### config.mk
export PLATFORM = sky130hd
export DESIGN_NAME = string_to_integer_parser_top
export DESIGN_NICKNAME = d
export VERILOG_FILES = /design/src/hdl/stip_pkg.sv /design/src/hdl/stip_step.sv /design/src/hdl/string_to_integer_parser_top.sv
export VERILOG_INCLUDE_DIRS = /design/src /design/src/hdl
export SDC_FILE = /design/constraint.sdc
export NUM_CORES = 2
export LEC_CHECK = 0
export ABC_CLOCK_PERIOD_IN_PS = 27300
export BUFFER_PORTS_ARGS = -buffer_cell sky130_fd_sc_hd__buf_2
export CAP_MARGIN = 10
export CORE_MARGIN = 2
export CORE_UTILIZATION = 50
export CTS_CLUSTER_DIAMETER = 40
export DETAILED_ROUTE_END_ITERATION = 16
export PLACE_DENSITY = 0.67
export SETUP_SLACK_MARGIN = 0.15
export SLEW_MARGIN = 10
export SYNTH_ARGS = -nofsm -noshare
export SYNTH_HDL_FRONTEND = slang
export SYNTH_SLANG_ARGS = --single-unit
### constraint.sdc
create_clock -name i_clk -period 27.3 [get_ports i_clk]
set_input_delay 1.365 -clock i_clk [delete_from_list [all_inputs] [get_ports i_clk]]
set_output_delay 1.365 -clock i_clk [all_outputs]
set_load 0.005 [all_outputs]
### src/hdl/assert_macros.svh
`ifndef ASSERT_MACROS_SVH
`define ASSERT_MACROS_SVH

// Same-cycle implication, held off while reset is low
`define AST_IMPL(label, clk, rst_n, ante, cons) \
    label: assert property (@(posedge clk) disable iff (!(rst_n)) (ante) |-> (cons)) \
        else $error("assertion failed");

// Next-cycle implication, held off while reset is low
`define AST_NEXT(label, clk, rst_n, ante, cons) \
    label: assert property (@(posedge clk) disable iff (!(rst_n)) (ante) |=> (cons)) \
        else $error("assertion failed");

`endif

### src/hdl/stip_pkg.sv
package stip_pkg;

    localparam int BASE_W            = 6;
    localparam int OFFSET_W          = 16;
    localparam int VALUE_W           = 64;
    localparam int POSITION_BITS_DEF = 16;

    localparam logic [BASE_W-1:0] BASE_RESET = 6'd10;
    localparam logic [BASE_W-1:0] BASE_AUTO  = 6'd0;
    localparam logic [BASE_W-1:0] BASE_MIN   = 6'd2;
    localparam logic [BASE_W-1:0] BASE_MAX   = 6'd36;
    localparam logic [BASE_W-1:0] BASE_OCT   = 6'd8;
    localparam logic [BASE_W-1:0] BASE_DEC   = 6'd10;
    localparam logic [BASE_W-1:0] BASE_HEX   = 6'd16;

    localparam logic [VALUE_W-1:0] VALUE_POS_LIMIT = 64'h7FFF_FFFF_FFFF_FFFF;
    localparam logic [VALUE_W-1:0] VALUE_NEG_LIMIT = 64'h8000_0000_0000_0000;

    typedef enum logic [2:0] {
        PH_IDLE   = 3'd0,
        PH_LEAD   = 3'd1,
        PH_SIGNED = 3'd2,
        PH_ZERO   = 3'd3,
        PH_HEXX   = 3'd4,
        PH_DIGITS = 3'd5
    } t_phase;

    typedef enum logic [1:0] {
        DS_NONE = 2'd0,
        DS_SOME = 2'd1,
        DS_OVER = 2'd2
    } t_dstat;

    typedef struct packed {
        t_phase              phase;
        logic                negative;
        logic [BASE_W-1:0]   active_base;
        logic [VALUE_W-1:0]  magnitude;
        t_dstat              dstat;
    } t_state;

    typedef struct packed {
        logic [7:0] ch;
        logic       first;
    } t_in_item;

    typedef struct packed {
        logic signed [VALUE_W-1:0] value;
        logic                      overflowed;
        logic                      converted;
        logic [OFFSET_W-1:0]       end_offset;
    } t_out_item;

endpackage

### src/hdl/stip_step.sv
module stip_step #(
    parameter int POSITION_BITS = stip_pkg::POSITION_BITS_DEF
) (
    input  stip_pkg::t_state            i_state,
    input  logic [POSITION_BITS-1:0]    i_pos,
    input  logic [POSITION_BITS-1:0]    i_hmark,
    input  stip_pkg::t_in_item          i_item,
    input  logic [stip_pkg::BASE_W-1:0] i_base,
    output stip_pkg::t_state            o_state,
    output logic [POSITION_BITS-1:0]    o_pos,
    output logic [POSITION_BITS-1:0]    o_hmark,
    output logic                        o_res_vld,
    output stip_pkg::t_out_item         o_res
);
    import stip_pkg::*;

    localparam int EXT_W  = (POSITION_BITS > OFFSET_W) ? POSITION_BITS : OFFSET_W;
    localparam int PROD_W = VALUE_W + BASE_W;

    localparam logic [7:0] CH_SPACE = 8'h20;
    localparam logic [7:0] CH_TAB   = 8'h09;
    localparam logic [7:0] CH_CR    = 8'h0D;
    localparam logic [7:0] CH_PLUS  = 8'h2B;
    localparam logic [7:0] CH_MINUS = 8'h2D;
    localparam logic [7:0] CH_ZERO  = 8'h30;
    localparam logic [7:0] CH_NINE  = 8'h39;
    localparam logic [7:0] CH_UA    = 8'h41;
    localparam logic [7:0] CH_UZ    = 8'h5A;
    localparam logic [7:0] CH_LA    = 8'h61;
    localparam logic [7:0] CH_LZ    = 8'h7A;
    localparam logic [7:0] CH_UX    = 8'h58;
    localparam logic [7:0] CH_LX    = 8'h78;
    localparam logic [7:0] UP_OFS   = 8'd55;
    localparam logic [7:0] LO_OFS   = 8'd87;

    t_state                   w_st0;
    logic [POSITION_BITS-1:0] w_pos0;
    logic [POSITION_BITS-1:0] w_hm0;
    logic [7:0]               w_ch;
    logic [BASE_W-1:0]        w_eb;
    logic [7:0]               w_dig8;
    logic                     w_dig_vld;
    logic [BASE_W-1:0]        w_dig;
    logic                     w_ok;
    logic                     w_space;
    logic                     w_sign;
    logic                     w_is_x;
    logic                     w_zero_pref;
    logic [PROD_W-1:0]        w_prod;
    logic [PROD_W-1:0]        w_limit;
    logic                     w_acc_over;
    t_phase                   n_phase;
    logic                     w_do_acc;
    logic                     w_emit;
    logic                     w_conv;
    logic [POSITION_BITS-1:0] w_end;
    logic [EXT_W-1:0]         w_end_ext;

    // a first item restarts the string before the character is looked at
    always_comb begin
        if (i_item.first) begin
            w_st0 = '{phase: PH_LEAD, negative: 1'b0, active_base: i_base,
                      magnitude: '0, dstat: DS_NONE};
            w_pos0 = '0;
            w_hm0  = '0;
        end else begin
            w_st0  = i_state;
            w_pos0 = i_pos;
            w_hm0  = i_hmark;
        end
    end

    assign w_ch        = i_item.ch;
    assign w_space     = (w_ch == CH_SPACE) || (w_ch >= CH_TAB && w_ch <= CH_CR);
    assign w_sign      = (w_ch == CH_PLUS) || (w_ch == CH_MINUS);
    assign w_is_x      = (w_ch == CH_UX) || (w_ch == CH_LX);
    assign w_zero_pref = (w_ch == CH_ZERO) &&
                         (w_st0.active_base == BASE_AUTO || w_st0.active_base == BASE_HEX);

    always_comb begin
        w_dig_vld = 1'b1;
        if (w_ch >= CH_ZERO && w_ch <= CH_NINE) begin
            w_dig8 = w_ch - CH_ZERO;
        end else if (w_ch >= CH_UA && w_ch <= CH_UZ) begin
            w_dig8 = w_ch - UP_OFS;
        end else if (w_ch >= CH_LA && w_ch <= CH_LZ) begin
            w_dig8 = w_ch - LO_OFS;
        end else begin
            w_dig8    = '0;
            w_dig_vld = 1'b0;
        end
    end
    assign w_dig = w_dig8[BASE_W-1:0];

    // base in force for this character: auto resolves to decimal or octal
    always_comb begin
        w_eb = w_st0.active_base;
        unique case (w_st0.phase)
            PH_LEAD, PH_SIGNED: begin
                if (w_st0.active_base == BASE_AUTO) w_eb = BASE_DEC;
            end
            PH_ZERO: begin
                if (w_st0.active_base == BASE_AUTO) w_eb = BASE_OCT;
            end
            default: w_eb = w_st0.active_base;
        endcase
    end

    assign w_ok = w_dig_vld && (w_eb >= BASE_MIN) && (w_eb <= BASE_MAX) && (w_dig < w_eb);

    // magnitude*base + digit above the limit is the same test as cutoff/cutlim
    assign w_prod  = PROD_W'(w_st0.magnitude) * PROD_W'(w_eb) + PROD_W'(w_dig);
    assign w_limit = w_st0.negative ? PROD_W'(VALUE_NEG_LIMIT) : PROD_W'(VALUE_POS_LIMIT);
    assign w_acc_over = (w_st0.dstat == DS_OVER) || (w_prod > w_limit);

    // next phase
    always_comb begin
        n_phase = PH_IDLE;
        unique case (w_st0.phase)
            PH_LEAD: begin
                if (w_space)          n_phase = PH_LEAD;
                else if (w_sign)      n_phase = PH_SIGNED;
                else if (w_zero_pref) n_phase = PH_ZERO;
                else if (w_ok)        n_phase = PH_DIGITS;
                else                  n_phase = PH_IDLE;
            end
            PH_SIGNED: begin
                if (w_zero_pref) n_phase = PH_ZERO;
                else if (w_ok)   n_phase = PH_DIGITS;
                else             n_phase = PH_IDLE;
            end
            PH_ZERO: begin
                if (w_is_x)    n_phase = PH_HEXX;
                else if (w_ok) n_phase = PH_DIGITS;
                else           n_phase = PH_IDLE;
            end
            PH_HEXX, PH_DIGITS: begin
                n_phase = w_ok ? PH_DIGITS : PH_IDLE;
            end
            default: n_phase = PH_IDLE;
        endcase
    end

    // data updates and result
    always_comb begin
        o_state       = w_st0;
        o_state.phase = n_phase;
        o_hmark       = w_hm0;
        w_do_acc      = 1'b0;
        w_emit        = 1'b0;
        w_conv        = 1'b0;
        w_end         = w_pos0;
        unique case (w_st0.phase)
            PH_LEAD, PH_SIGNED: begin
                if (w_st0.phase == PH_LEAD && w_space) begin
                    o_state.phase = PH_LEAD;
                end else if (w_st0.phase == PH_LEAD && w_sign) begin
                    o_state.negative = (w_ch == CH_MINUS);
                end else if (w_zero_pref) begin
                    o_state.dstat     = DS_SOME;
                    o_state.magnitude = '0;
                end else begin
                    o_state.active_base = w_eb;
                    if (w_ok) w_do_acc = 1'b1;
                    else      w_emit   = 1'b1;
                end
            end
            PH_ZERO: begin
                if (w_is_x) begin
                    o_hmark             = w_pos0;
                    o_state.active_base = BASE_HEX;
                end else begin
                    o_state.active_base = w_eb;
                    if (w_ok) begin
                        w_do_acc = 1'b1;
                    end else begin
                        w_emit = 1'b1;
                        w_conv = 1'b1;
                    end
                end
            end
            PH_HEXX: begin
                if (w_ok) begin
                    w_do_acc = 1'b1;
                end else begin
                    w_emit = 1'b1;
                    w_conv = 1'b1;
                    w_end  = w_hm0;
                end
            end
            PH_DIGITS: begin
                if (w_ok) begin
                    w_do_acc = 1'b1;
                end else begin
                    w_emit = 1'b1;
                    w_conv = 1'b1;
                end
            end
            default: begin
                o_state = w_st0;
            end
        endcase

        if (w_do_acc) begin
            if (w_acc_over) begin
                o_state.dstat = DS_OVER;
            end else begin
                o_state.dstat     = DS_SOME;
                o_state.magnitude = w_prod[VALUE_W-1:0];
            end
        end
    end

    // position stands still while idle
    assign o_pos = (w_st0.phase != PH_IDLE && w_pos0 != '1) ? w_pos0 + 1'b1 : w_pos0;

    assign w_end_ext = EXT_W'(w_end);
    assign o_res_vld = w_emit;

    always_comb begin
        o_res = '0;
        if (w_conv) begin
            o_res.converted  = 1'b1;
            o_res.end_offset = w_end_ext[OFFSET_W-1:0];
            if (w_st0.dstat == DS_OVER) begin
                o_res.overflowed = 1'b1;
                o_res.value      = w_st0.negative ? VALUE_NEG_LIMIT : VALUE_POS_LIMIT;
            end else begin
                o_res.value = w_st0.negative ? -w_st0.magnitude : w_st0.magnitude;
            end
        end
    end

endmodule

### src/hdl/string_to_integer_parser_top.sv
// Items wait in the input register while the result register is full and stalled.
// Throughput: one item per cycle unless output stalls; the multiply-by-base, add and
// limit compare between the input register and the state/result registers sets it.
// Reset (synchronous, active low): parser idle, base register 10, both
// pipeline registers empty; characters are ignored until an item with first set.
`include "assert_macros.svh"

module string_to_integer_parser_top #(
    parameter int POSITION_BITS = stip_pkg::POSITION_BITS_DEF
) (
    input  logic                        i_clk,
    input  logic                        i_rst_n,
    input  logic                        i_in_valid,
    output logic                        o_in_stall,
    input  stip_pkg::t_in_item          i_in_item,
    output logic                        o_out_valid,
    input  logic                        i_out_stall,
    output stip_pkg::t_out_item         o_out_item,
    input  logic                        i_cfg_we,
    input  logic [stip_pkg::BASE_W-1:0] i_cfg_data
);
    import stip_pkg::*;

    logic                     r_in_vld;
    t_in_item                 r_in;
    t_state                   r_state;
    logic [POSITION_BITS-1:0] r_pos;
    logic [POSITION_BITS-1:0] r_hmark;
    logic [BASE_W-1:0]        r_base;
    logic                     r_out_vld;
    t_out_item                r_out;

    t_state                   n_state;
    logic [POSITION_BITS-1:0] n_pos;
    logic [POSITION_BITS-1:0] n_hmark;
    logic                     w_res_vld;
    t_out_item                w_res;
    logic                     w_consume;
    logic                     w_accept;

    stip_step #(
        .POSITION_BITS(POSITION_BITS)
    ) u_step (
        .i_state  (r_state),
        .i_pos    (r_pos),
        .i_hmark  (r_hmark),
        .i_item   (r_in),
        .i_base   (r_base),
        .o_state  (n_state),
        .o_pos    (n_pos),
        .o_hmark  (n_hmark),
        .o_res_vld(w_res_vld),
        .o_res    (w_res)
    );

    // advance the held item whenever the result register has room
    assign w_consume  = r_in_vld && (!r_out_vld || !i_out_stall);
    assign o_in_stall = r_in_vld && !w_consume;
    assign w_accept   = i_in_valid && !o_in_stall;

    always_ff @(posedge i_clk) begin
        if (!i_rst_n) begin
            r_in_vld  <= 1'b0;
            r_out_vld <= 1'b0;
            r_base    <= BASE_RESET;
            r_state   <= '{phase: PH_IDLE, negative: 1'b0, active_base: '0,
                           magnitude: '0, dstat: DS_NONE};
            r_pos     <= '0;
            r_hmark   <= '0;
        end else begin
            if (i_cfg_we) r_base <= i_cfg_data;

            if (w_accept)       r_in_vld <= 1'b1;
            else if (w_consume) r_in_vld <= 1'b0;

            if (w_consume) begin
                r_state <= n_state;
                r_pos   <= n_pos;
                r_hmark <= n_hmark;
            end

            if (w_consume && w_res_vld)      r_out_vld <= 1'b1;
            else if (r_out_vld && !i_out_stall) r_out_vld <= 1'b0;
        end
    end

    always_ff @(posedge i_clk) begin
        if (w_accept) r_in <= i_in_item;
        if (w_consume && w_res_vld) r_out <= w_res;
    end

    assign o_out_valid = r_out_vld;
    assign o_out_item  = r_out;

    `AST_IMPL(a_noconv_zero, i_clk, i_rst_n, r_out_vld && !r_out.converted,
        r_out.value == '0 && r_out.end_offset == '0 && !r_out.overflowed)
    `AST_IMPL(a_over_extreme, i_clk, i_rst_n, r_out_vld && r_out.overflowed,
        r_out.value == VALUE_POS_LIMIT || r_out.value == VALUE_NEG_LIMIT)
    `AST_NEXT(a_hold_item, i_clk, i_rst_n, o_in_stall, r_in_vld && $stable(r_in))
    `AST_NEXT(a_idle_pos, i_clk, i_rst_n,
        w_consume && r_state.phase == PH_IDLE && !r_in.first, $stable(r_pos))

endmodule

==> impl_metrics.toml <==
[drt]
vias_per_cell = 6.27
top_layer = "met4"
met3_length_um = 6710
drt_wl_total_um = 82800
ant_nets = 0
drt_iter0_drc = 2158
wl_per_cell_um = 22.1
vias = 23465
firstDrtPassIters = 8
drc = 0
wl_met1_um = 36100
route.met2.wl_um = 37000

[yosys]
avgSynthCellArea_um2 = 8.47
ys_seq_elements = 207
yosysSeqAreaShare_pct = 19.5
synth.top_cell.area_share_pct = 19.5
syn_inst = 3058
syn_area_um2 = 25900
netlist_top_cells_count = "320 x nand2_1, 304 x nor2_1, 252 x fa_1"
yosys_warnings = 0
yosysTopAreaCell = "fa_1"
yosys-top-cells-area = "fa_1 19%, ha_1 11%, edfxtp_1 11%"
synth_edf_count = 91
synthFlopType = "dfxtp_1"
async_flop_share_pct = 0
ys_types = 89
yosysMostFrequentCell = "nand2_1"
syn-num-nets = 3555

[clock_network]
clkSinkCount = 207
numCtsBuffers = 44
cts_htree_levels = 2
ctsHoldBuffers = 0
cts_resized = 0
clkLatencyLatePin_ns = 0.58
cts-root-buf = "clkbuf_16"
cts_setup_buffers = 0
cts.path.max_buffers = 3
clkTransAtPathRegs_ns = 0.05
cts_tree = "yes"

[cells_and_area]
multi_input_area_um2 = 19400
drive_gt1_share_pct = 8.69
seq_area_um2 = 5060
fill_cells = 4711
syn_to_final_growth_pct = 9.38
final_nets = 3521
final_cells = 3741
fin_area_um2 = 28300

[critical_path]
crit_path_max_incr_delay_ns = 0.73
crit_type = "register to register"
endpoint_kind = "register"
path_common_cell = "buf_4"
required_ns = 27.82
cp.arrival_ns = 12.91
crit_path_max_fanout = 63
cp-start-kind = "register"
cp_slowest_cell = "a221oi_1"

[floorplanning]
die_y_um = 232
start_util_pct = 50.6
die_x_um = 232
fp-row-count = 83
coreArea_um2 = 51200
pin_count = 104
dieArea_um2 = 53600

[pwr]
seqPwrFrac_pct = 33.0
power-per-cell-area_nw_per_um2 = 36.1
p_int_uw = 731
peakVddDrop_mv = 0.0384
p_sw_uw = 290
switching_share_pct = 28.4
power.share.clock_pct = 57.0
comb_power_share_pct = 10.0
p_leak_nw = 13.2

[placed_design]
dp_hpwl_um = 61900
dp_cells = 3658
io_buffers = 103
gp_congestion = 0.973
place_area_um2 = 26700

[timing]
worst_pin_slew_ns = 1.28
maxSlewViolCount = 0
skew_ns = 0.0152
rsz0062_at_grt = "no"
period_share_pct = 45.4
fmax_mhz = 80.7
setup_tns_ns = 0
slew_headroom_pct = 13.7
min_period_ns = 12.39
setup_viol = 0
finalHoldViolations = 0

[run_status]
status = "complete, no violations"

[job]
maxCapViolCount = 0

[grt]
grt_pass1_vias = 23162
antenna_found_initial = 0
overflow = 0
grt_max_degree = 69
grt_pass1_wl_um = 131000
grt_usage_pct = 31.0

[worst_hold_path]
hold_path_class = "register to register"
critical path: cells and delay by family, from the launching register on:
family | cells | cell delay, ns
compound gates | 12 | 3.58
xor+xnor | 1 | 0.22
fa+ha+maj | 6 | 2.49
buf+inv | 7 | 2.65
flops | 1 | 0.32
simple gates | 10 | 2.98
final cells by class:
class | instances | area share (%)
inverter | 162 | 2.15
antenna | 1 | 0.00884
clock inverter | 29 | 1.27
multi-input combinational | 2468 | 68.5
timing repair buffer | 141 | 2.83
tap | 680 | 3.00
clock buffer | 53 | 4.38
sequential | 207 | 17.9
worst paths after layout:
path | cells after the start | end | slack [ns] | start
worst min-delay path | 2 | r_state[2] | 0.48 | r_state[2]
worst min register to register | 2 | r_state[2] | 0.48 | r_state[2]
worst max-delay path | 36 | r_state[31] | 14.91 | r_in[0]
worst max register to register | 36 | r_state[31] | 14.91 | r_in[0]
metal layers:
metal / vias up / GRT usage, %
li1: 10612 / -
met1: 11580 / 43.4
met2: 1081 / 48.3
met3: 192 / 5.24
met4: 0 / 11.2
met5: - / 0
power groups by stage:
stage	sequential (mW)	clock, mW	combinational [mW]
global route	0.337	0.603	0.110
detailed placement	0.343	0	0.0992
CTS	0.337	0.588	0.0997
finish	0.337	0.582	0.102
global placement	0.343	0	0.0971
floorplan	0.339	0	0.0666
registers in the layout (all words and copies together) (netlist names):
register / cells
o_out_item: 82
r_in: 9
o_out_valid: 1
r_in_vld: 1
r_pos: 16
r_state: 76
r_base: 6
r_hmark: 16
cells by family (layout without fill, tap and decap cells):
family | count (synthesis) | in the layout | share of synthesized area, %
compound gates | 701 | 701 | 17.7
other cells | 0 | 1 | 0
mux | 38 | 38 | 1.50
xor+xnor | 75 | 75 | 2.54
flops | 207 | 207 | 19.5
simple gates | 1177 | 1177 | 22.5
buf+inv | 383 | 385 | 5.88
fa+ha+maj | 477 | 477 | 30.4
cell usage in the layout, fill, tap and decap left out, drive strengths merged, types with 19 or more instances in the layout:
cell / netlist / final
a31oi: 33 / 33
ha: 225 / 225
nand2b: 33 / 33
xor2: 28 / 28
xnor2: 47 / 47
inv: 162 / 180
clkbuf: 178 / 53
fa: 252 / 252
dfxtp: 116 / 116
nor3: 55 / 55
a22o: 59 / 59
and2: 202 / 202
mux2i: 32 / 32
nand4: 48 / 48
nor2: 304 / 304
a21oi: 239 / 239
and3: 24 / 24
buf: 43 / 141
a22oi: 27 / 27
nor4: 28 / 28
a21o: 41 / 41
nor2b: 28 / 28
nand2: 320 / 320
edfxtp: 91 / 91
o21ai: 124 / 124
nand3: 47 / 47
o21a: 19 / 19
metrics by stage:
step | power (mW) | setup WS [ns] | hold slack [ns] | util (%)
floorplan | 0.406 | 17.92 | 0.436 | -
global placement | 0.440 | 15.49 | 0.458 | 52.2
detailed placement | 0.442 | 15.23 | 0.465 | 52.2
CTS | 1.02 | 15.19 | 0.472 | 55.3
global route | 1.05 | 14.31 | 0.488 | 55.3
finish | 1.02 | 14.91 | 0.477 | 55.3
Note: power is estimated with default switching activity, not from simulation.
